File: config.mk
export PLATFORM = sky130hd
export DESIGN_NAME = sexpr_token_lexer_core_flat
export DESIGN_NICKNAME = d
export VERILOG_FILES = /design/src/sv/slex_pkg.sv /design/src/sv/slex_if.sv /design/src/sv/slex_front.sv /design/src/sv/slex_queue.sv /design/src/sv/slex_back.sv /design/src/sv/sexpr_token_lexer_core.sv /design/src/flat_wrapper.sv
export SDC_FILE = /design/constraint.sdc
export NUM_CORES = 1
export LEC_CHECK = 0
export ABC_CLOCK_PERIOD_IN_PS = 4300
export BUFFER_PORTS_ARGS = -buffer_cell sky130_fd_sc_hd__buf_2
export CORE_MARGIN = 2
export CORE_UTILIZATION = 39
export DETAILED_ROUTE_END_ITERATION = 8
export GPL_TIMING_DRIVEN = 0
export PLACE_DENSITY = 0.55
export SETUP_SLACK_MARGIN = 0.5
export SYNTH_ARGS = -nofsm -noshare
export SYNTH_HDL_FRONTEND = slang
export SYNTH_SLANG_ARGS = --single-unit
File: constraint.sdc
create_clock -name clk_i -period 4.3 [get_ports clk_i]
set_input_delay 0.645 -clock clk_i [delete_from_list [all_inputs] [get_ports clk_i]]
set_output_delay 0.645 -clock clk_i [all_outputs]
set_load 0.01 [all_outputs]
File: src/sv/slex_pkg.sv
// Shared types and constants for the S-expression token lexer.
`default_nettype none

package slex_pkg;

  // Token kinds carried on the result channel.
  localparam logic [1:0] KindParen  = 2'd0;
  localparam logic [1:0] KindString = 2'd1;
  localparam logic [1:0] KindAtom   = 2'd2;
  localparam logic [1:0] KindError  = 2'd3;

  // Bytes with a special meaning in the text.
  localparam logic [7:0] ChSpace  = 8'h20;
  localparam logic [7:0] ChTab    = 8'h09;
  localparam logic [7:0] ChLf     = 8'h0a;
  localparam logic [7:0] ChCr     = 8'h0d;
  localparam logic [7:0] ChLParen = 8'h28;
  localparam logic [7:0] ChRParen = 8'h29;
  localparam logic [7:0] ChSQuote = 8'h27;
  localparam logic [7:0] ChDQuote = 8'h22;
  localparam logic [7:0] ChError  = 8'h3f;
  localparam logic [7:0] ChNone   = 8'h00;

  // One token event, without the per-item last flag.
  typedef struct packed {
    logic [1:0] token_kind;
    logic [7:0] char_value;
    logic       has_char;
    logic       token_first;
    logic       token_last;
  } event_t;

  // One queue entry: the events caused by one input item.
  typedef struct packed {
    event_t first_ev;
    event_t second_ev;
    logic   two;
  } entry_t;

endpackage

`default_nettype wire

File: src/sv/slex_if.sv
// Handshake interfaces for the lexer's text input and token output channels.
`default_nettype none

interface slex_in_if;
  logic       valid;
  logic       ready;
  logic [7:0] text_byte;
  logic       end_of_text;

  modport source (output valid, output text_byte, output end_of_text, input ready);
  modport sink (input valid, input text_byte, input end_of_text, output ready);
endinterface

interface slex_out_if;
  logic       valid;
  logic       ready;
  logic [1:0] token_kind;
  logic [7:0] char_value;
  logic       has_char;
  logic       token_first;
  logic       token_last;
  logic       last;

  modport source (output valid, output token_kind, output char_value, output has_char,
                  output token_first, output token_last, output last, input ready);
  modport sink (input valid, input token_kind, input char_value, input has_char,
                input token_first, input token_last, input last, output ready);
endinterface

`default_nettype wire

File: src/sv/slex_front.sv
// Front end: classifies each text byte, tracks the lexer mode and forms token events.
`default_nettype none

module slex_front (
  input  wire logic            clk_i,
  input  wire logic            rst_ni,
  input  wire logic [7:0]      text_byte_i,
  input  wire logic            end_of_text_i,
  input  wire logic            accept_i,
  output slex_pkg::entry_t     entry_o,
  output logic                 push_o
);

  typedef enum logic [1:0] {
    ModeIdle   = 2'd0,
    ModeAtom   = 2'd1,
    ModeString = 2'd2
  } mode_e;

  mode_e mode_q, mode_d;
  logic  quote_q, quote_d;

  // Decode the byte against the current mode.
  always_comb begin
    slex_pkg::event_t ev0, ev1, new_ev;
    logic       is_space, paren_hit, quote_hit, special, free, have0, have_new;
    logic [7:0] closer;
    ev0       = '0;
    ev1       = '0;
    new_ev    = '0;
    have0     = 1'b0;
    have_new  = 1'b0;
    free      = 1'b0;
    mode_d    = mode_q;
    quote_d   = quote_q;
    is_space  = (text_byte_i == slex_pkg::ChSpace) || (text_byte_i == slex_pkg::ChTab) ||
                (text_byte_i == slex_pkg::ChLf) || (text_byte_i == slex_pkg::ChCr);
    paren_hit = (text_byte_i == slex_pkg::ChLParen) || (text_byte_i == slex_pkg::ChRParen);
    quote_hit = (text_byte_i == slex_pkg::ChSQuote) || (text_byte_i == slex_pkg::ChDQuote);
    special   = is_space || paren_hit || quote_hit;
    closer    = quote_q ? slex_pkg::ChDQuote : slex_pkg::ChSQuote;

    if (end_of_text_i) begin
      // End of text flushes an open atom or reports an open string.
      case (mode_q)
        ModeAtom: begin
          ev0   = '{slex_pkg::KindAtom, slex_pkg::ChNone, 1'b0, 1'b0, 1'b1};
          have0 = 1'b1;
        end
        ModeString: begin
          ev0   = '{slex_pkg::KindError, slex_pkg::ChError, 1'b0, 1'b1, 1'b1};
          have0 = 1'b1;
        end
        default: ;
      endcase
      mode_d = ModeIdle;
    end else if (mode_q == ModeString) begin
      have0 = 1'b1;
      if (text_byte_i == closer) begin
        ev0    = '{slex_pkg::KindString, slex_pkg::ChNone, 1'b0, 1'b0, 1'b1};
        mode_d = ModeIdle;
      end else begin
        ev0 = '{slex_pkg::KindString, text_byte_i, 1'b1, 1'b0, 1'b0};
      end
    end else begin
      // An open atom either grows or ends; an ended atom frees the byte.
      if (mode_q == ModeAtom) begin
        have0 = 1'b1;
        if (!special) begin
          ev0 = '{slex_pkg::KindAtom, text_byte_i, 1'b1, 1'b0, 1'b0};
        end else begin
          ev0  = '{slex_pkg::KindAtom, slex_pkg::ChNone, 1'b0, 1'b0, 1'b1};
          free = 1'b1;
        end
      end else begin
        free = 1'b1;
      end
      if (free) begin
        mode_d = ModeIdle;
        if (paren_hit) begin
          new_ev   = '{slex_pkg::KindParen, text_byte_i, 1'b0, 1'b1, 1'b1};
          have_new = 1'b1;
        end else if (quote_hit) begin
          new_ev   = '{slex_pkg::KindString, slex_pkg::ChNone, 1'b0, 1'b1, 1'b0};
          have_new = 1'b1;
          quote_d  = (text_byte_i == slex_pkg::ChDQuote);
          mode_d   = ModeString;
        end else if (!special) begin
          new_ev   = '{slex_pkg::KindAtom, text_byte_i, 1'b1, 1'b1, 1'b0};
          have_new = 1'b1;
          mode_d   = ModeAtom;
        end
      end
    end

    // A new token's event follows an atom end, or stands alone.
    if (have_new) begin
      if (have0) begin
        ev1 = new_ev;
      end else begin
        ev0 = new_ev;
      end
    end

    entry_o.first_ev  = ev0;
    entry_o.second_ev = ev1;
    entry_o.two       = have0 && have_new;
    push_o            = accept_i && (have0 || have_new);
  end

  // Mode state advances on every accepted item.
  always_ff @(posedge clk_i or negedge rst_ni) begin
    if (!rst_ni) begin
      mode_q  <= ModeIdle;
      quote_q <= 1'b0;
    end else if (accept_i) begin
      mode_q  <= mode_d;
      quote_q <= quote_d;
    end
  end

endmodule

`default_nettype wire

File: src/sv/slex_queue.sv
// Small queue of event entries between the front end and the back end.
`default_nettype none

module slex_queue #(
  parameter int Depth = 4
) (
  input  wire logic             clk_i,
  input  wire logic             rst_ni,
  input  wire logic             push_i,
  input  wire slex_pkg::entry_t push_entry_i,
  output logic                  full_o,
  input  wire logic             pop_i,
  output slex_pkg::entry_t      head_o,
  output logic                  empty_o
);

  localparam int PtrW = (Depth > 1) ? $clog2(Depth) : 1;
  localparam int CntW = $clog2(Depth + 1);

  slex_pkg::entry_t slots_q [Depth];
  logic [PtrW-1:0]  wr_ptr_q, rd_ptr_q;
  logic [CntW-1:0]  count_q;
  logic             do_push, do_pop;

  assign full_o  = (count_q == CntW'(Depth));
  assign empty_o = (count_q == '0);
  assign head_o  = slots_q[rd_ptr_q];
  assign do_push = push_i && !full_o;
  assign do_pop  = pop_i && !empty_o;

  // Entry storage.
  always_ff @(posedge clk_i) begin
    if (do_push) begin
      slots_q[wr_ptr_q] <= push_entry_i;
    end
  end

  // Pointers and fill count.
  always_ff @(posedge clk_i or negedge rst_ni) begin
    if (!rst_ni) begin
      wr_ptr_q <= '0;
      rd_ptr_q <= '0;
      count_q  <= '0;
    end else begin
      if (do_push) begin
        wr_ptr_q <= (wr_ptr_q == PtrW'(Depth - 1)) ? '0 : wr_ptr_q + 1'b1;
      end
      if (do_pop) begin
        rd_ptr_q <= (rd_ptr_q == PtrW'(Depth - 1)) ? '0 : rd_ptr_q + 1'b1;
      end
      if (do_push && !do_pop) begin
        count_q <= count_q + 1'b1;
      end else if (do_pop && !do_push) begin
        count_q <= count_q - 1'b1;
      end
    end
  end

endmodule

`default_nettype wire

File: src/sv/slex_back.sv
// Back end: sends the events of each queue entry, one transfer per cycle while out_ready_i is high.
`default_nettype none

module slex_back (
  input  wire logic             clk_i,
  input  wire logic             rst_ni,
  input  wire slex_pkg::entry_t head_i,
  input  wire logic             empty_i,
  output logic                  pop_o,
  input  wire logic             out_ready_i,
  output logic                  out_valid_o,
  output slex_pkg::event_t      out_ev_o,
  output logic                  out_last_o
);

  logic             valid_q;
  logic             second_q;
  slex_pkg::event_t ev_q;
  logic             last_q;
  logic             load;

  // The output register takes a new event whenever an entry waits and the register is empty or drained.
  assign load        = !empty_i && (!valid_q || out_ready_i);
  assign pop_o       = load && (second_q || !head_i.two);
  assign out_valid_o = valid_q;
  assign out_ev_o    = ev_q;
  assign out_last_o  = last_q;

  // Control: output valid and which event of the head entry goes next.
  always_ff @(posedge clk_i or negedge rst_ni) begin
    if (!rst_ni) begin
      valid_q  <= 1'b0;
      second_q <= 1'b0;
    end else begin
      if (load) begin
        valid_q  <= 1'b1;
        second_q <= !second_q && head_i.two;
      end else if (out_ready_i) begin
        valid_q <= 1'b0;
      end
    end
  end

  // Output payload.
  always_ff @(posedge clk_i) begin
    if (load) begin
      ev_q   <= second_q ? head_i.second_ev : head_i.first_ev;
      last_q <= second_q || !head_i.two;
    end
  end

endmodule

`default_nettype wire

File: src/sv/sexpr_token_lexer_core.sv
// Top level of the S-expression token lexer: front end, event queue and back end.
// Events are registered in a queue slot, then in the output register. Throughput:
// one item per cycle while the queue has room; one event leaves per cycle while
// output is ready, so an item with two events makes two transfers as the queue
// keeps taking items. QueueDepth entries bound how far input runs ahead of output.
// Reset: asynchronous, active low; clears the lexer mode, queue and output valid.
`default_nettype none

module sexpr_token_lexer_core #(
  parameter int QueueDepth = 4
) (
  input  wire logic    clk_i,
  input  wire logic    rst_ni,
  slex_in_if.sink      in_i,
  slex_out_if.source   out_o
);

  slex_pkg::entry_t push_entry, head;
  slex_pkg::event_t out_ev;
  logic             push, full, pop, empty, accept;

  // Input transfer happens whenever the queue has room.
  assign in_i.ready = !full;
  assign accept     = in_i.valid && !full;

  slex_front u_front (
    .clk_i         (clk_i),
    .rst_ni        (rst_ni),
    .text_byte_i   (in_i.text_byte),
    .end_of_text_i (in_i.end_of_text),
    .accept_i      (accept),
    .entry_o       (push_entry),
    .push_o        (push)
  );

  slex_queue #(
    .Depth (QueueDepth)
  ) u_queue (
    .clk_i        (clk_i),
    .rst_ni       (rst_ni),
    .push_i       (push),
    .push_entry_i (push_entry),
    .full_o       (full),
    .pop_i        (pop),
    .head_o       (head),
    .empty_o      (empty)
  );

  slex_back u_back (
    .clk_i       (clk_i),
    .rst_ni      (rst_ni),
    .head_i      (head),
    .empty_i     (empty),
    .pop_o       (pop),
    .out_ready_i (out_o.ready),
    .out_valid_o (out_o.valid),
    .out_ev_o    (out_ev),
    .out_last_o  (out_o.last)
  );

  // Unpack the event onto the output channel.
  assign out_o.token_kind  = out_ev.token_kind;
  assign out_o.char_value  = out_ev.char_value;
  assign out_o.has_char    = out_ev.has_char;
  assign out_o.token_first = out_ev.token_first;
  assign out_o.token_last  = out_ev.token_last;

endmodule

`default_nettype wire

File: src/flat_wrapper.sv
// flat-port wrapper written by rule: the top's interface ports become plain ports
module sexpr_token_lexer_core_flat 
#(
  parameter int QueueDepth = 4
)
  (clk_i, rst_ni, in_i_valid, in_i_text_byte, in_i_end_of_text, in_i_ready, out_o_valid, out_o_token_kind, out_o_char_value, out_o_has_char, out_o_token_first, out_o_token_last, out_o_last, out_o_ready);
  slex_in_if in_i_i ();
  slex_out_if out_o_i ();
  input  wire logic clk_i;
  input  wire logic rst_ni;
  input wire logic [$bits(in_i_i.valid)-1:0] in_i_valid;
  input wire logic [$bits(in_i_i.text_byte)-1:0] in_i_text_byte;
  input wire logic [$bits(in_i_i.end_of_text)-1:0] in_i_end_of_text;
  output wire logic [$bits(in_i_i.ready)-1:0] in_i_ready;
  output wire logic [$bits(out_o_i.valid)-1:0] out_o_valid;
  output wire logic [$bits(out_o_i.token_kind)-1:0] out_o_token_kind;
  output wire logic [$bits(out_o_i.char_value)-1:0] out_o_char_value;
  output wire logic [$bits(out_o_i.has_char)-1:0] out_o_has_char;
  output wire logic [$bits(out_o_i.token_first)-1:0] out_o_token_first;
  output wire logic [$bits(out_o_i.token_last)-1:0] out_o_token_last;
  output wire logic [$bits(out_o_i.last)-1:0] out_o_last;
  input wire logic [$bits(out_o_i.ready)-1:0] out_o_ready;
  assign in_i_i.valid = in_i_valid;
  assign in_i_i.text_byte = in_i_text_byte;
  assign in_i_i.end_of_text = in_i_end_of_text;
  assign in_i_ready = in_i_i.ready;
  assign out_o_valid = out_o_i.valid;
  assign out_o_token_kind = out_o_i.token_kind;
  assign out_o_char_value = out_o_i.char_value;
  assign out_o_has_char = out_o_i.has_char;
  assign out_o_token_first = out_o_i.token_first;
  assign out_o_token_last = out_o_i.token_last;
  assign out_o_last = out_o_i.last;
  assign out_o_i.ready = out_o_ready;
  sexpr_token_lexer_core #(.QueueDepth(QueueDepth)) u_core (.clk_i(clk_i), .rst_ni(rst_ni), .in_i(in_i_i), .out_o(out_o_i));
endmodule
* Word-level counts from Yosys, hierarchy flattened
Memories as Yosys holds them, arrays and structs flattened. Cells that the tools add are included.
Operators by class: $add $sub $neg 4, reduce and logical (&&, ||, !) cells 34, bitwise logic cells 3, equality and inequality tests 15, mux-type cells 47
Operator list (number):
- 13-bit two-way mux | 14
- 8-bit by 6-bit equality test with 1-bit output (second input constant) | 5
- 13-bit case mux with 2 select lines | 1
- 8-bit by 4-bit equality test with 1-bit output (second input constant) | 3
- 11-bit two-way mux | 2
- 1-bit two-way mux | 19
- 2-bit two-way mux | 8
- 1-bit logical AND | 10
- 1-bit logical OR | 10
- 3-bit two-way mux | 3
- 8-bit by 6-bit equality test with 1-bit output | 1
- 1-bit logical NOT | 7
- 2-bit equality test (second input constant) | 3
- 6-bit AND reduction | 1
- 2-bit by 1-bit adder with 2-bit output (second input constant) | 2
- 2-bit nonzero test | 2
- 3-bit by 1-bit adder with 3-bit output (second input constant) | 1
- 3-bit equality test (second input constant) | 1
- 3-bit logical NOT | 1
- 3-bit by 2-bit != test with 1-bit output (second input constant) | 1
- 1-bit NOT | 3
- 3-bit AND reduction | 1
- 3-bit nonzero test | 1
- 3-bit by 1-bit subtractor with 3-bit output (second input constant) | 1
- 2 further kinds | 2
Word-level totals: logic and storage cells 117, register bits 26, memory bits (writable) 108, memories kept 1, output and inout bits 16
Memories:
- u_core.u_queue.slots_q | depth 4, width 27, rd ports 1, clocked after Yosys merged registers in 0, write ports 1, line slex_queue.sv:20 | slex_pkg::entry_t slots_q [Depth];

* Logic depth before layout (Yosys ltp)
depth after elaboration 20, depth in mapped cells 13

* By module
A second synthesis with hierarchy kept.
Unflattened totals: cell total of the unflattened synthesis 337, area total of the unflattened synthesis 5908.2 um2
By module, submodules not included:
- slex_queue | cells each 178, area each 4352.9 um2, times used 1
- slex_front | cells each 119, area each 875.8 um2, times used 1
- slex_back | cells each 38, area each 669.4 um2, times used 1
- sexpr_token_lexer_core | cells each 2, area each 10.0 um2, times used 1

* Worst setup path before layout
OpenSTA, ideal clock, no wires.
path kind input to register, start input port in_i_text_byte[0], end memory u_core.u_queue.slots_q[0][0] (netlist bit) (enable), data required time 3.853 ns, slack 0.145 ns, cell stages on the path 6, arrival time 3.708 ns, path buffers 1, cells stage by stage buf_2 > or2_1 > a2111o_1 > nand2_1 > a31oi_1 > nor3b_1
Between the ends: longest elaborated chain between the ends 18, elaborated cells between the ends (all ways) 30
Ends and longest elaborated chain:
- start: declaration | line flat_wrapper.sv:12 | input wire logic [$bits(in_i_i.text_byte)-1:0] in_i_text_byte;
- 8-bit by 6-bit equality test with 1-bit output or 8-bit by 4-bit equality test with 1-bit output (tied branches) | line slex_front.sv:36 | is_space = (text_byte_i == slex_pkg::ChSpace) || (text_byte_i == slex_pkg::ChTab) ||
- 1-bit logical OR (2 in a row) | line slex_front.sv:36
- 1-bit logical OR | line slex_front.sv:37 | (text_byte_i == slex_pkg::ChLf) || (text_byte_i == slex_pkg::ChCr);
- 1-bit logical OR (2 in a row) | line slex_front.sv:40 | special = is_space || paren_hit || quote_hit;
- 1-bit two-way mux | line slex_front.sv:69 | if (!special) begin
- 1-bit two-way mux | line slex_front.sv:67 | if (mode_q == ModeAtom) begin
- 1-bit two-way mux | line slex_front.sv:57 | end else if (mode_q == ModeString) begin
- 1-bit two-way mux | line slex_front.sv:43 | if (end_of_text_i) begin
- 1-bit two-way mux * | line slex_front.sv:78 | if (free) begin
- 1-bit two-way mux * | line slex_front.sv:57
- 1-bit two-way mux * | line slex_front.sv:43
- 1-bit logical OR * | line slex_front.sv:108 | push_o = accept_i && (have0 || have_new);
- 1-bit logical AND * | line slex_front.sv:108
- 1-bit logical AND * | line slex_queue.sv:28 | assign do_push = push_i && !full_o;
- 1-bit two-way mux * | line slex_queue.sv:33 | if (do_push) begin
- 1-bit two-way mux (not written as such) * | line slex_queue.sv:34 | slots_q[wr_ptr_q] <= push_entry_i;
- end: declaration | line slex_queue.sv:20
Mark *: on every way between the ends. The rest lies on a longest branch, timed or not. The select of a mux whose other input is x is not followed.

* Worst setup path in the final report
start input port in_i_text_byte[4], end register u_core.u_queue.count_q[1]
Between the ends: longest elaborated chain between the ends 19, elaborated cells between the ends (all ways) 33
Ends and longest elaborated chain:
- 8-bit by 6-bit equality test with 1-bit output or 8-bit by 4-bit equality test with 1-bit output (tied branches) | line slex_front.sv:36
- 1-bit logical OR (2 in a row) | line slex_front.sv:36
- 1-bit logical OR | line slex_front.sv:37
- 1-bit logical OR (2 in a row) | line slex_front.sv:40
- 1-bit two-way mux | line slex_front.sv:69
- 1-bit two-way mux | line slex_front.sv:67
- 1-bit two-way mux | line slex_front.sv:57
- 1-bit two-way mux | line slex_front.sv:43
- (+2 left out)
- 1-bit two-way mux * | line slex_front.sv:43
- 1-bit logical OR * | line slex_front.sv:108
- 1-bit logical AND * | line slex_front.sv:108
- 1-bit logical AND * | line slex_queue.sv:28
- net u_core.u_queue.do_push | line slex_queue.sv:23 | logic do_push, do_pop;
- 1-bit logical NOT | line slex_queue.sv:53 | end else if (do_pop && !do_push) begin
- 1-bit logical AND | line slex_queue.sv:53
- 2-bit nonzero test (no source line)
- end signal: assignment | line slex_queue.sv:52 | count_q <= count_q + 1'b1;
- end signal: assignment | line slex_queue.sv:54 | count_q <= count_q - 1'b1;
- end: declaration | line slex_queue.sv:22 | logic [CntW-1:0] count_q;
The timed path passes the listed nets; every way through them passes the cells marked *. The select of a mux whose other input is x is not followed. A chain may end at the register's enable or synchronous reset.

==> results.json <==
{
  "timing_max_transition_violations_final": 0,
  "tritoncts_num_sinks": 130,
  "synth-seq-cells": 130,
  "post-place-ws_ns": 0.682,
  "period_share_pct": 74.0,
  "worst_ep_required_time_ns": 4.60,
  "via_per_inst": 5.49,
  "via_count_of_the_first_global_routing_pass": 3316,
  "tritoncts": "built",
  "mappedNetlistNets": 372,
  "max-clock-path-buffers": 2,
  "largest_stage_delay_worst_path_ns": 0.63,
  "max_freq_mhz": 314,
  "initial_antenna_violation_count": 0,
  "async_set_or_reset_flop_fraction_in_the_synthesized_netlist_pct": 9.23,
  "filler_cell_count": 1246,
  "final_hold_fails": 0,
  "postLayoutSetupSlackWorst_ns": 1.12,
  "grt_max_degree": 17,
  "setup_violations": 0,
  "worst_ir_drop_vdd_v": 0.000297,
  "dp.final_hpwl_um": 8210,
  "postCtsSetupRepairBufs": 0,
  "critical_path.startpoint_type": "primary input",
  "critPathMostFrequentCell": "sky130_fd_sc_hd__a31oi_1",
  "synth_area_per_cell_um2": 16.3,
  "ys.warnings.count": 0,
  "cell_count_after_synthesis": 350,
  "use_met1_pct": 21.2,
  "antenna_violating_nets_post_route": 0,
  "finalCriticalPeriod_ns": 3.18,
  "ctsRootBufferMaster": "sky130_fd_sc_hd__clkbuf_16",
  "worst_hold_slack_ns": 0.105,
  "post_synth_num_cell_types": 58,
  "syn-cell-area_mm2": 0.00569,
  "ys_seq_area_share_pct": 67.6,
  "htree_num_levels": 4,
  "fp.dieArea_mm2": 0.0156,
  "finalWeightedCongestion": 0.857,
  "drive_gt1_share_pct": 28.4,
  "cp_cell_sequence": "buf_2, or3_4, nor4_1, a31oi_1, a31oi_1, nor2_1, ha_1, inv_1, fa_1, mux2_2",
  "num_antenna_cells": 0,
  "clk-insertion-delay-late_ns": 0.42,
  "holdCritPathClass": "in2async",
  "grt.met2_usage_pct": 26.2,
  "number_of_synthesized_flops_with_an_enable_pin": 118,
  "global_route.usage.met3_pct": 4.64,
  "drt-total-wl_um": 12100,
  "rsz_0062_raised_after_global_routing": "no",
  "coreArea_mm2": 0.0144,
  "slew_headroom_pct": 30.5,
  "port_buffers": 25,
  "initial_core_util_pct": 39.6,
  "routedWlPerCell_um": 20.2,
  "ctsHoldBuffers": 0,
  "critPathMaxFanout": 5,
  "first_pass_iters": 6,
  "area.growth.synth_to_final_pct": 18.1,
  "drc_errors": 0,
  "yosys_most_used_dff": "sky130_fd_sc_hd__edfxtp_1",
  "io-pin-count": 29,
  "cpMaxStageDelayCell": "sky130_fd_sc_hd__a31oi_1",
  "clock_slew_at_reported_path_ffs_ns": 0.05,
  "gr-usage-all-layers_pct": 16.3,
  "layout.nets": 425,
  "result_of_the_run": "finished, final reports clean",
  "final_design_utilization_pct": 46.8,
  "maxCapViolations": 0,
  "cts_buffers": 17,
  "die_width_um": 125,
  "worst_pin_slew_ns": 1.03,
  "grt_busiest_layer": "met2",
  "detail_route.iter0.violations": 286,
  "crit_path_kind": "in2reg",
  "skew_ns": 0.00650,
  "timing.critical_path.arrival_ns": 3.48,
  "power_density_mw_per_mm2": 679,
  "postCtsResizedCells": 0,
  "vertical_die_dimension_um": 125,
  "critical_path.endpoint_type": "flop",
  "overflow_left_after_global_routing": 0,
  "global_route_wire_length_before_repair_um": 18600,
  "placementRows": 44,
  "routed-via-count": 3293,
  "static_leakage_nw": 2.39
}
-- report_power, final --
group	total, mW	internal (mW)	switching, mW
logic	1.40	0.625	0.779
registers	1.84	1.76	0.0818
clock network	1.32	0.838	0.485
total	4.56	3.22	1.35
-- critical path: cells and delay by family --
kind	cells	cell delay [ns]
adder cells (fa/ha/maj)	2	0.64
multiplexers	1	0.27
buffers and inverters	2	0.21
AND/OR/NAND/NOR	3	0.89
AO/OA/AOI/OAI	2	0.82
-- state kept, by name (all words and copies together) (netlist names) --
register / cells
u_core.u_queue.wr_ptr_q: 2
u_core.u_queue.slots_q: 104
u_core.u_queue.rd_ptr_q: 2
u_core.u_front.quote_q: 1
u_core.u_back.out_last_o: 1
u_core.u_front.mode_q: 2
u_core.u_queue.count_q: 3
u_core.u_back.out_valid_o: 1
u_core.u_back.second_q: 1
u_core.u_back.out_ev_o: 13
-- final timing paths --
kind | start | end | slack [ns] | cells past startpoint
max | in_i_text_byte[4] | u_core.u_queue.count_q[1] | 1.12 | 10
min | rst_ni | u_core.u_back.out_valid_o | 0.11 | 1
max reg2reg | u_core.u_front.mode_q[1] | u_core.u_queue.count_q[1] | 1.22 | 11
min reg2reg | u_core.u_queue.count_q[2] | u_core.u_queue.count_q[2] | 0.50 | 1
max in group asynchronous | rst_ni | u_core.u_back.second_q | 3.97 | 1
min in group clk_i | out_o_ready | u_core.u_back.out_valid_o | 0.42 | 2
-- through the flow --
stage          instance area (um^2)  instances  setup TNS (ns)  power [mW]
2_1_floorplan                  5690        350               0        2.82
6_report                       6720        600               0        4.56
4_1_cts                        6720        600               0        4.62
3_3_place_gp                   6040        559         -189.66        3.21
5_1_grt                        6720        600               0        4.81
3_5_place_dp                   6170        568               0        3.29
-- cells in the final DEF, fill, tap and decap left out, types with 5 or more instances in the layout --
cell	n
sky130_fd_sc_hd__mux4_2	26
sky130_fd_sc_hd__dfrtp_1	12
sky130_fd_sc_hd__nor2_1	18
sky130_fd_sc_hd__nand2b_1	5
sky130_fd_sc_hd__clkbuf_16	17
sky130_fd_sc_hd__a21oi_1	8
sky130_fd_sc_hd__buf_6	9
sky130_fd_sc_hd__nand3_1	7
sky130_fd_sc_hd__nand2_1	14
sky130_fd_sc_hd__clkbuf_1	15
sky130_fd_sc_hd__edfxtp_1	118
sky130_fd_sc_hd__buf_2	30
sky130_fd_sc_hd__inv_1	20
sky130_fd_sc_hd__o21ai_0	11
sky130_fd_sc_hd__nor3_1	5
sky130_fd_sc_hd__ha_1	8
sky130_fd_sc_hd__and2_1	8
sky130_fd_sc_hd__mux2_2	14
-- cells by family (layout without fill, tap and decap cells) --
logic type | Yosys count | after routing | synth area share [%]
DFF | 130 | 130 | 67.6
muxes | 41 | 41 | 13.2
AOI/OAI and AO/OA | 48 | 48 | 5.83
and+or+nand+nor | 82 | 82 | 8.12
buffers and inverters | 37 | 103 | 2.68
xor gates and xnor gates | 3 | 3 | 0.462
adders and majority gates | 9 | 9 | 2.11
-- cell usage after synthesis (all sizes together) (7+ instances only) --
library cell	count	share of area, %
mux4	26	10
buf	7	0.70
inv	20	1.3
ha	8	1.8
dfrtp	12	5.3
mux2	14	2.8
and2	8	0.88
o21ai	13	1.1
clkbuf	8	0.53
edfxtp	118	62
nor2	18	1.2
nand2	14	0.92
nand3	7	0.62
a21oi	9	0.79
-- layout make-up --
type                       instances  area, um^2  share of cell area (%)
tap                              184         230                    3.43
inverter                          22        82.6                    1.23
multi-input combinational        183        1720                    25.5
sequential                       130        3840                    57.2
clock inverter                     5        55.1                   0.819
buffer                            15        70.1                    1.04
clock buffer                      27         493                    7.33
timing repair buffer              34         230                    3.43
-- routing by layer --
layer | routed length [um] | up-vias | share of wire, %
met5 | 0 | - | 0
met4 | 255 | 0 | 2.1
met3 | 626 | 21 | 5.2
met2 | 6030 | 99 | 50
met1 | 5230 | 1674 | 43
li1 | - | 1499 | -
No activity file was read; power rests on OpenSTA's default activity.
